## config.mk

```make
export PLATFORM = sky130hd
export DESIGN_NAME = arpt_back
export DESIGN_NICKNAME = d
export VERILOG_FILES = /design/src/design/arpt_pkg.sv /design/src/design/arpt_back.sv
export SDC_FILE = /design/constraint.sdc
export NUM_CORES = 2
export LEC_CHECK = 0
export ABC_AREA = 1
export BUFFER_PORTS_ARGS = -buffer_cell sky130_fd_sc_hd__buf_4
export CORE_AREA = 10 10 688 555
export CTS_BUF_LIST = sky130_fd_sc_hd__clkbuf_8
export CTS_CLUSTER_DIAMETER = 80
export DETAILED_ROUTE_END_ITERATION = 7
export DIE_AREA = 0 0 698 565
export SLEW_MARGIN = 20
export SYNTH_ARGS = -nofsm -noshare
export SYNTH_HDL_FRONTEND = slang
export SYNTH_SLANG_ARGS = --single-unit
```

## constraint.sdc

```tcl
create_clock -name clk -period 16.06 [get_ports clk]
set_input_delay 3.212 -clock clk [delete_from_list [all_inputs] [get_ports clk]]
set_output_delay 3.212 -clock clk [all_outputs]
set_load 0.02 [all_outputs]
```

## src/design/arpt_pkg.sv

```systemverilog
// ----------------------------------------------------------------------------
// ARP table package
// Types and constants shared by the front end, the back end and the top level.
// ----------------------------------------------------------------------------
package arpt_pkg;

    localparam int SLOT_W = 5;
    localparam int IP_W = 32;
    localparam int MAC_W = 48;
    localparam int AGE_W = 16;
    localparam logic [AGE_W-1:0] AGE_LIMIT_RESET = 16'd15;
    localparam logic [15:0] LFSR_MASK = 16'hB400;
    localparam logic [15:0] LFSR_RESET = 16'h0001;

    typedef enum logic [1:0] {
        OP_LOOKUP = 2'd0,
        OP_INSERT = 2'd1,
        OP_TICK   = 2'd2,
        OP_NONE   = 2'd3
    } op_t;

    typedef enum logic [2:0] {
        ST_IDLE,
        ST_FIND,
        ST_RESP,
        ST_TICK,
        ST_PLACE,
        ST_MOD
    } state_t;

    typedef struct packed {
        op_t              op;
        logic [IP_W-1:0]  ip;
        logic [MAC_W-1:0] mac;
    } cmd_t;

endpackage

```

## src/design/arpt_back.sv

```systemverilog
// ----------------------------------------------------------------------------
// ARP table back end
// Holds the table and runs lookups, inserts and aging ticks, one command at a
// time, into an output register.
// ----------------------------------------------------------------------------
module arpt_back
    import arpt_pkg::*;
#(
    parameter int ENTRIES = 32
)
(
    input  logic              clk,
    input  logic              rst_n,
    input  logic              cfg_we,
    input  logic [AGE_W-1:0]  cfg_data,
    input  logic              cmd_valid,
    output logic              cmd_ready,
    input  cmd_t              cmd,
    output logic              res_valid,
    input  logic              res_ready,
    output logic              res_hit,
    output logic [MAC_W-1:0]  res_mac,
    output logic [SLOT_W-1:0] res_slot
);

    localparam int IDX_W = $clog2(ENTRIES);
    localparam int RECIP_SH = 16 + IDX_W;
    localparam logic [16:0] RECIP =
        17'(((64'd1 << RECIP_SH) + 64'(ENTRIES) - 64'd1) / 64'(ENTRIES));

    state_t             state_reg;
    state_t             state_next;
    cmd_t               cmd_reg;
    logic [ENTRIES-1:0] valid_reg;
    logic [ENTRIES-1:0] valid_next;
    logic [IP_W-1:0]    ip_reg [ENTRIES];
    logic [AGE_W-1:0]   stamp_reg [ENTRIES];
    logic [MAC_W-1:0]   mac_mem [ENTRIES];
    logic [MAC_W-1:0]   mac_rd_reg;
    logic [ENTRIES-1:0] match_reg;
    logic [ENTRIES-1:0] match_next;
    logic [IDX_W-1:0]   idx_reg;
    logic               hit_reg;
    logic [AGE_W-1:0]   now_reg;
    logic [AGE_W-1:0]   now_next;
    logic [15:0]        lfsr_reg;
    logic [15:0]        lfsr_next;
    logic [AGE_W-1:0]   age_limit_reg;
    logic [15:0]        div_reg;
    logic [15:0]        quot_reg;
    logic [32:0]        recip_prod;
    logic [15:0]        rem_full;
    logic [IDX_W-1:0]   rem_step;
    logic               cnt_reg;
    logic               out_valid_reg;
    logic               out_hit_reg;
    logic [MAC_W-1:0]   out_mac_reg;
    logic [SLOT_W-1:0]  out_slot_reg;
    logic [ENTRIES-1:0] eq_vec;
    logic [ENTRIES-1:0] expire_vec;
    logic [IDX_W-1:0]   first_idx;
    logic               any_set;
    logic               out_free;
    logic               pop;
    logic               res_load;
    logic               load_hit;
    logic [MAC_W-1:0]   load_mac;
    logic [SLOT_W-1:0]  load_slot;
    logic               ins_we;
    logic [IDX_W-1:0]   ins_idx;
    logic               lfsr_step;
    logic               expire_en;

    function automatic logic [IDX_W-1:0] first_set(input logic [ENTRIES-1:0] v);
        logic [IDX_W-1:0] r;
        r = '0;
        for (int i = ENTRIES - 1; i >= 0; i--)
        begin
            if (v[i])
            begin
                r = IDX_W'(i);
            end
        end
        return r;
    endfunction

    assign out_free  = !out_valid_reg || res_ready;
    assign pop       = (state_reg == ST_IDLE) && cmd_valid && out_free;
    assign cmd_ready = pop;
    assign first_idx = first_set(match_reg);
    assign any_set   = |match_reg;

    always_comb
    begin
        for (int i = 0; i < ENTRIES; i++)
        begin
            eq_vec[i]     = valid_reg[i] && (ip_reg[i] == cmd.ip);
            expire_vec[i] = valid_reg[i] &&
                            (AGE_W'(now_reg - stamp_reg[i]) >= age_limit_reg);
        end
    end

    // The quotient comes from a multiply by the rounded-up reciprocal, which
    // is exact for every 16-bit value; the remainder follows in the next cycle.
    assign recip_prod = 33'(div_reg) * 33'(RECIP);

    always_comb
    begin
        rem_full = div_reg - 16'(quot_reg * 16'(ENTRIES));
        rem_step = rem_full[IDX_W-1:0];
    end

    assign lfsr_next = {1'b0, lfsr_reg[15:1]} ^ (lfsr_reg[0] ? LFSR_MASK : 16'h0000);

    always_comb
    begin
        state_next = state_reg;
        unique case (state_reg)
            ST_IDLE:
            begin
                if (pop)
                begin
                    unique case (cmd.op)
                        OP_LOOKUP: state_next = ST_FIND;
                        OP_INSERT: state_next = ST_PLACE;
                        OP_TICK:   state_next = ST_TICK;
                        default:   state_next = ST_IDLE;
                    endcase
                end
            end
            ST_FIND:  state_next = ST_RESP;
            ST_RESP:  state_next = ST_IDLE;
            ST_TICK:  state_next = ST_IDLE;
            ST_PLACE: state_next = any_set ? ST_IDLE : ST_MOD;
            ST_MOD:   state_next = cnt_reg ? ST_IDLE : ST_MOD;
            default:  state_next = ST_IDLE;
        endcase
    end

    always_comb
    begin
        res_load  = 1'b0;
        load_hit  = 1'b0;
        load_mac  = '0;
        load_slot = '0;
        ins_we    = 1'b0;
        ins_idx   = first_idx;
        lfsr_step = 1'b0;
        expire_en = 1'b0;
        unique case (state_reg)
            ST_IDLE:
            begin
                res_load = pop && (cmd.op == OP_NONE);
            end
            ST_RESP:
            begin
                res_load  = 1'b1;
                load_hit  = hit_reg;
                load_mac  = hit_reg ? mac_rd_reg : '0;
                load_slot = hit_reg ? SLOT_W'(idx_reg) : '0;
            end
            ST_TICK:
            begin
                res_load  = 1'b1;
                expire_en = 1'b1;
            end
            ST_PLACE:
            begin
                if (any_set)
                begin
                    ins_we    = 1'b1;
                    res_load  = 1'b1;
                    load_slot = SLOT_W'(first_idx);
                end
                else
                begin
                    lfsr_step = 1'b1;
                end
            end
            ST_MOD:
            begin
                if (cnt_reg)
                begin
                    ins_we    = 1'b1;
                    ins_idx   = rem_step;
                    res_load  = 1'b1;
                    load_slot = SLOT_W'(rem_step);
                end
            end
            default:
            begin
                res_load = 1'b0;
            end
        endcase
    end

    always_comb
    begin
        valid_next = valid_reg;
        if (expire_en)
        begin
            valid_next = valid_reg & ~expire_vec;
        end
        if (ins_we)
        begin
            valid_next[ins_idx] = 1'b1;
        end
        match_next = (cmd.op == OP_LOOKUP) ? eq_vec : ~valid_reg;
        now_next   = (pop && (cmd.op == OP_TICK)) ? now_reg + AGE_W'(1) : now_reg;
    end

    always_ff @(posedge clk or negedge rst_n)
    begin
        if (!rst_n)
        begin
            state_reg     <= ST_IDLE;
            valid_reg     <= '0;
            now_reg       <= '0;
            lfsr_reg      <= LFSR_RESET;
            age_limit_reg <= AGE_LIMIT_RESET;
            out_valid_reg <= 1'b0;
        end
        else
        begin
            state_reg <= state_next;
            valid_reg <= valid_next;
            now_reg   <= now_next;
            if (lfsr_step)
            begin
                lfsr_reg <= lfsr_next;
            end
            if (cfg_we)
            begin
                age_limit_reg <= cfg_data;
            end
            if (res_load)
            begin
                out_valid_reg <= 1'b1;
            end
            else if (res_ready)
            begin
                out_valid_reg <= 1'b0;
            end
        end
    end

    always_ff @(posedge clk)
    begin
        if (pop)
        begin
            cmd_reg   <= cmd;
            match_reg <= match_next;
        end
        if (state_reg == ST_FIND)
        begin
            idx_reg    <= first_idx;
            hit_reg    <= any_set;
            mac_rd_reg <= mac_mem[first_idx];
        end
        if (lfsr_step)
        begin
            div_reg <= lfsr_next;
            cnt_reg <= 1'b0;
        end
        else if (state_reg == ST_MOD)
        begin
            quot_reg <= 16'(recip_prod >> RECIP_SH);
            cnt_reg  <= 1'b1;
        end
        if (ins_we)
        begin
            ip_reg[ins_idx]    <= cmd_reg.ip;
            stamp_reg[ins_idx] <= now_reg;
            mac_mem[ins_idx]   <= cmd_reg.mac;
        end
        if (res_load)
        begin
            out_hit_reg  <= load_hit;
            out_mac_reg  <= load_mac;
            out_slot_reg <= load_slot;
        end
    end

    assign res_valid = out_valid_reg;
    assign res_hit   = out_hit_reg;
    assign res_mac   = out_mac_reg;
    assign res_slot  = out_slot_reg;

endmodule

```

## After elaboration in Yosys (flattened, before gate mapping)

Memories as Yosys holds them, arrays and structs flattened. A register that Yosys moved wholly into a read port is not among the register bits.
Index checks and enable logic that the tools add are counted.

| cells by class | value |
|---|---|
| reductions and logical operators | 77 |
| equal/unequal tests | 41 |
| magnitude comparators | 34 |
| bitwise gates (word level) | 5 |
| add/sub/neg operators | 34 |
| multiplexer cells | 60 |

Operators with widths:

| operator | count |
|---|---|
| $eq 32x32->1 | 32 |
| $ge 16x16->1 | 32 |
| $sub 16x16->16 | 32 |
| $mux 5 | 37 |
| $mux 32 | 3 |
| $logic_and 1x1->1 | 69 |
| $not 32->32 | 2 |
| $and 32x32->32 | 1 |
| $or 32x32->32 | 1 |
| $reduce_or 32->1 | 1 |
| $add 16x1->16 const B | 1 |
| $mux 16 | 1 |
| $xor 15x16->16 | 1 |
| $pmux 5 s3 | 1 |
| $pmux 3 s4 | 1 |
| $mux 1 | 10 |
| $mux 3 | 3 |
| $pmux 3 s3 | 1 |
| $eq 3x2->1 const B | 2 |
| $eq 3x3->1 const B | 2 |
| $lt 5x6->1 const B | 1 |
| $demux 1 s5 | 1 |
| $ge 5x1->1 const B | 1 |
| $sub 5x1->5 const B | 1 |
| other kinds (13) | 14 |

| word-level totals | value |
|---|---|
| register bits after elaboration | 262 |
| memories | 3 |
| bits of input ports | 103 |
| output and inout bits | 56 |
| bits in writable memories | 3072 |

Memories:

| name | depth | bits a word | rd ports | clocked after memory_dff | wr ports | line | text |
|---|---|---|---|---|---|---|---|
| mac_mem | 32 | 48 | 1 | 1 | 1 | arpt_back.sv:38 | `logic [MAC_W-1:0] mac_mem [ENTRIES];` |
| ip_reg | 32 | 32 | 32 | 0 | 1 | arpt_back.sv:36 | `logic [IP_W-1:0] ip_reg [ENTRIES];` |
| stamp_reg | 32 | 16 | 32 | 0 | 1 | arpt_back.sv:37 | `logic [AGE_W-1:0] stamp_reg [ENTRIES];` |

## Longest topological paths before layout

| depth | value |
|---|---|
| depth after elaboration | 40 |
| gate-level depth with buffers | 42 |
| mapped depth without buffers | 39 |

## Worst setup path before layout

Ideal clock, no wire load.

| path | value |
|---|---|
| kind | input to output |
| from | in res_ready |
| to | out cmd_ready |
| data required time | 12.848 ns |
| stages | 2 |
| buffers on the path | 0 |
| arrival time | 8.296 ns |
| setup slack | 4.552 ns |
| cells stage by stage | o21ai_0 -> nor2_1 |

| between the ends | value |
|---|---|
| word-level cells in the longest chain between the ends | 2 |

RTL lines:

| item | line | text |
|---|---|---|
| start, declared | arpt_back.sv:20 | `input logic res_ready,` |
| $logic_or 1x1->1 | arpt_back.sv:87 | `assign out_free = !out_valid_reg \|\| res_ready;` |
| $logic_and 1x1->1 | arpt_back.sv:88 | `assign pop = (state_reg == ST_IDLE) && cmd_valid && out_free;` |
| end, declared | arpt_back.sv:17 | `output logic cmd_ready,` |

Every way passes these cells.

## Worst setup path after layout

Ends and elaborated chain as after synthesis.

==> flow_summary.yaml <==
route:
  postRouteAntennaNets: 0
  drt_iter0_drc: 11328
  viasPerCell: 5.33
  wl_per_cell_um: 23.1
  vias: 110221
  route.detailed.drc: 0
  drt_pre_antenna_iters: 8
  routed_wl_um: 477000
synth:
  syn_area_um2: 169000
  synth_xor_area_frac: 0.0655
  synthesis.nets: 16006
  ys_ff_latch: 3382
  synth_edf_count: 3297
  syn_inst: 14878
  syn_area_per_cell_um2: 11.3
  synth_top_family_by_area: "simple AND/OR/NAND/NOR gates"
  synth.area.mux_share: 0.0000668
  yosys_warnings: 0
  synth_compound_area_frac: 0.0432
  yosys.area_share.simple: 0.145
  ys_seq_area_frac: 0.600
  async_flop_share: 0.0248
  synth-adder-area-share: 0.0775
  synthDistinctLibCells: 53
  synth_top_flop_cell: "edfxtp_1"
floorplanning:
  die_w_um: 698
  rows: 200
  dieArea_um2: 394000
  die_h_um: 565
  initial_core_util: 0.457
  core_um2: 369000
  io_pins: 159
setup_path:
  crit_family: "compound AO/OA/AOI/OAI gates"
  max_stage_delay_ns: 0.89
  worstRegToRegCells: 42
  required_ns: 12.85
  cp_num_buf_inv: 2
  crit_arrival_ns: 4.84
  r2r_start: "match_reg[30]"
  critPathCaptureType: "output port"
  rr_endpoint: "mac_rd_reg[26]"
  crit_slowest_cell: "o21ai_0"
  path_cells: "buf_4 -> o21ai_0 -> nor2_4 -> buf_4"
  path_class: "primary input to output port"
  start_kind: "primary input"
  r2r_setup_slack_ns: 8.89
  crit_top_cell: "buf_4"
  path_max_fanout: 3
clock_tree:
  cts_sinks: 3382
  cts_setup_buffers: 0
  post_cts_resized: 0
  holdBufCountCts: 0
  cts.path.max_buffers: 4
  clk_pin_slew_ns: 0.06
  h-tree-depth: 6
  cts_tree: "yes"
  root_buffer: "clkbuf_8"
  clk_latency_ns: 1.24
  numCtsBuffers: 562
hold_path:
  hp-class: "register to register"
  worstHoldEndpoint: "div_reg[2]"
  min_from: "lfsr_reg[3]"
  whs_path_depth: 0
outcome:
  status: "completed"
global_route:
  grt_pass1_wl_um: 700000
  grt_usage: 0.234
  grt_pass1_vias: 104131
  grt_max_degree: 210
  overflow: 0
  antenna_found_initial: 23
cells_and_area:
  final_core_util: 0.505
  layout_common_cells: "edfxtp_1 (3297), inv_1 (2595), nand3_1 (1882), nand2_1 (1765), ha_1 (993)"
  seq_area_um2: 101000
  largest_register_ffs: 1536
  area_growth_pct: 10.4
  finalNonFillerCells: 20660
  multi_input_area_um2: 56300
  drive_above_1_share: 0.0848
  final_cell_area_um2: 186000
  fillerInstances: 32536
  finalNetCount: 16404
  final_common_cell: "edfxtp_1"
timing:
  finClkSkew_ns: 0.0883
  setup_violations: 0
  slew_violations: 0
  fin_tns_setup_ns: 0
  fin_crit_ns: 8.05
  slew_headroom: 0.0458
  tightest_slew_ns: 1.43
  max_freq_mhz: 124
  hold_viol_final: 0
  period_share: 0.501
  rsz0062_at_grt: "no"
placement:
  place_congestion: 0.823
  place_area_um2: 176000
  hpwl_um: 269000
  dp.cells: 19651
  portBuffers: 158
pwr:
  p_leak_uw: 0.0783
  power_density_nw_per_um2: 127
  peakVddDrop_mv: 0.144
run:
  max_cap_violations: 0
layer usage:
metal  track usage  routed length (um)
met5             0                 107
met4        0.0632               12400
met3        0.0394               40300
met2         0.346              202000
met1         0.357              222000
cell families after synthesis:
group	after synthesis
adder cells (fa/ha/maj)	1025
flip-flops	3382
XOR/XNOR	1261
multiplexers	1
AND/OR/NAND/NOR	5048
buffers and inverters	2954
AO/OA/AOI/OAI	1207
report_power, final:
group | switching [uW] | total (uW) | internal, uW
clock | 3630 | 7130 | 3500
combinational | 3930 | 5650 | 1720
sequential | 312 | 10800 | 10500
worst max path at each step:
stage                     startpoint   endpoint  slack (ns)  cells after the start
after detailed placement   res_ready  cmd_ready        8.05                      4
after global routing       res_ready  cmd_ready        8.14                      4
final                      res_ready  cmd_ready        8.01                      4
after CTS                  res_ready  cmd_ready        8.05                      4
after global placement     res_ready  cmd_ready        8.07                      4
after floorplan            res_ready  cmd_ready        4.55                      2
Yosys cell counts, types with 5 or more instances:
cell,n,area [um2]
nor2_1,354,1330
nand3b_1,482,3620
o2111ai_1,10,87.6
nand2_1,1769,6640
or4_1,6,45.0
o221ai_1,30,263
dfrtp_1,79,1980
a21o_1,23,173
clkbuf_1,272,1020
buf_6,26,293
a21oi_1,562,2810
o21ai_1,7,35.0
a2111oi_0,10,87.6
o221a_2,10,113
xor2_1,842,7370
a31oi_1,5,31.3
inv_1,2377,8920
or2_1,7,43.8
nor3b_1,11,82.6
o21a_1,96,721
edfxtp_1,3297,99000
and2_1,31,194
ha_1,993,12400
nor3_1,62,310
a21boi_0,37,278
dfstp_2,5,131
a211oi_1,11,82.6
o22ai_1,6,37.5
o211ai_1,24,180
nor4_1,110,688
buf_2,129,646
xnor2_1,419,3670
o41ai_1,7,61.3
fa_1,32,641
nand3_1,1883,9420
o21ai_0,184,921
buf_1,126,473
buf_4,16,120
nand4_1,154,963
or2_2,171,1070
o21bai_1,175,1310
worst register-to-register path: cells and delay by family (launching register included):
kind | cells | cell delay, ns
buf+inv | 5 | 3.71
simple gates | 37 | 2.82
flops | 1 | 0.38
area by class of cell:
| type | instances | area share |
|---|---|---|
| clock buffer | 582 | 0.0431 |
| clock inverter | 412 | 0.0112 |
| sequential | 3382 | 0.544 |
| antenna | 5 | 0.0000673 |
| multi-input combinational | 8542 | 0.303 |
| timing repair buffer | 403 | 0.0176 |
| tap | 4949 | 0.0333 |
| inverter | 2385 | 0.0483 |
through the flow:
stage               hold WS (ns)  total power (uW)  setup slack, ns
global route               0.447             24800             8.14
floorplan                  0.442             14600             4.55
CTS                        0.435             23700             8.05
detailed placement         0.436             16600             8.05
finish                     0.444             23600             8.01
global placement           0.437             16600             8.07
Power figures use the tool's default switching activity.
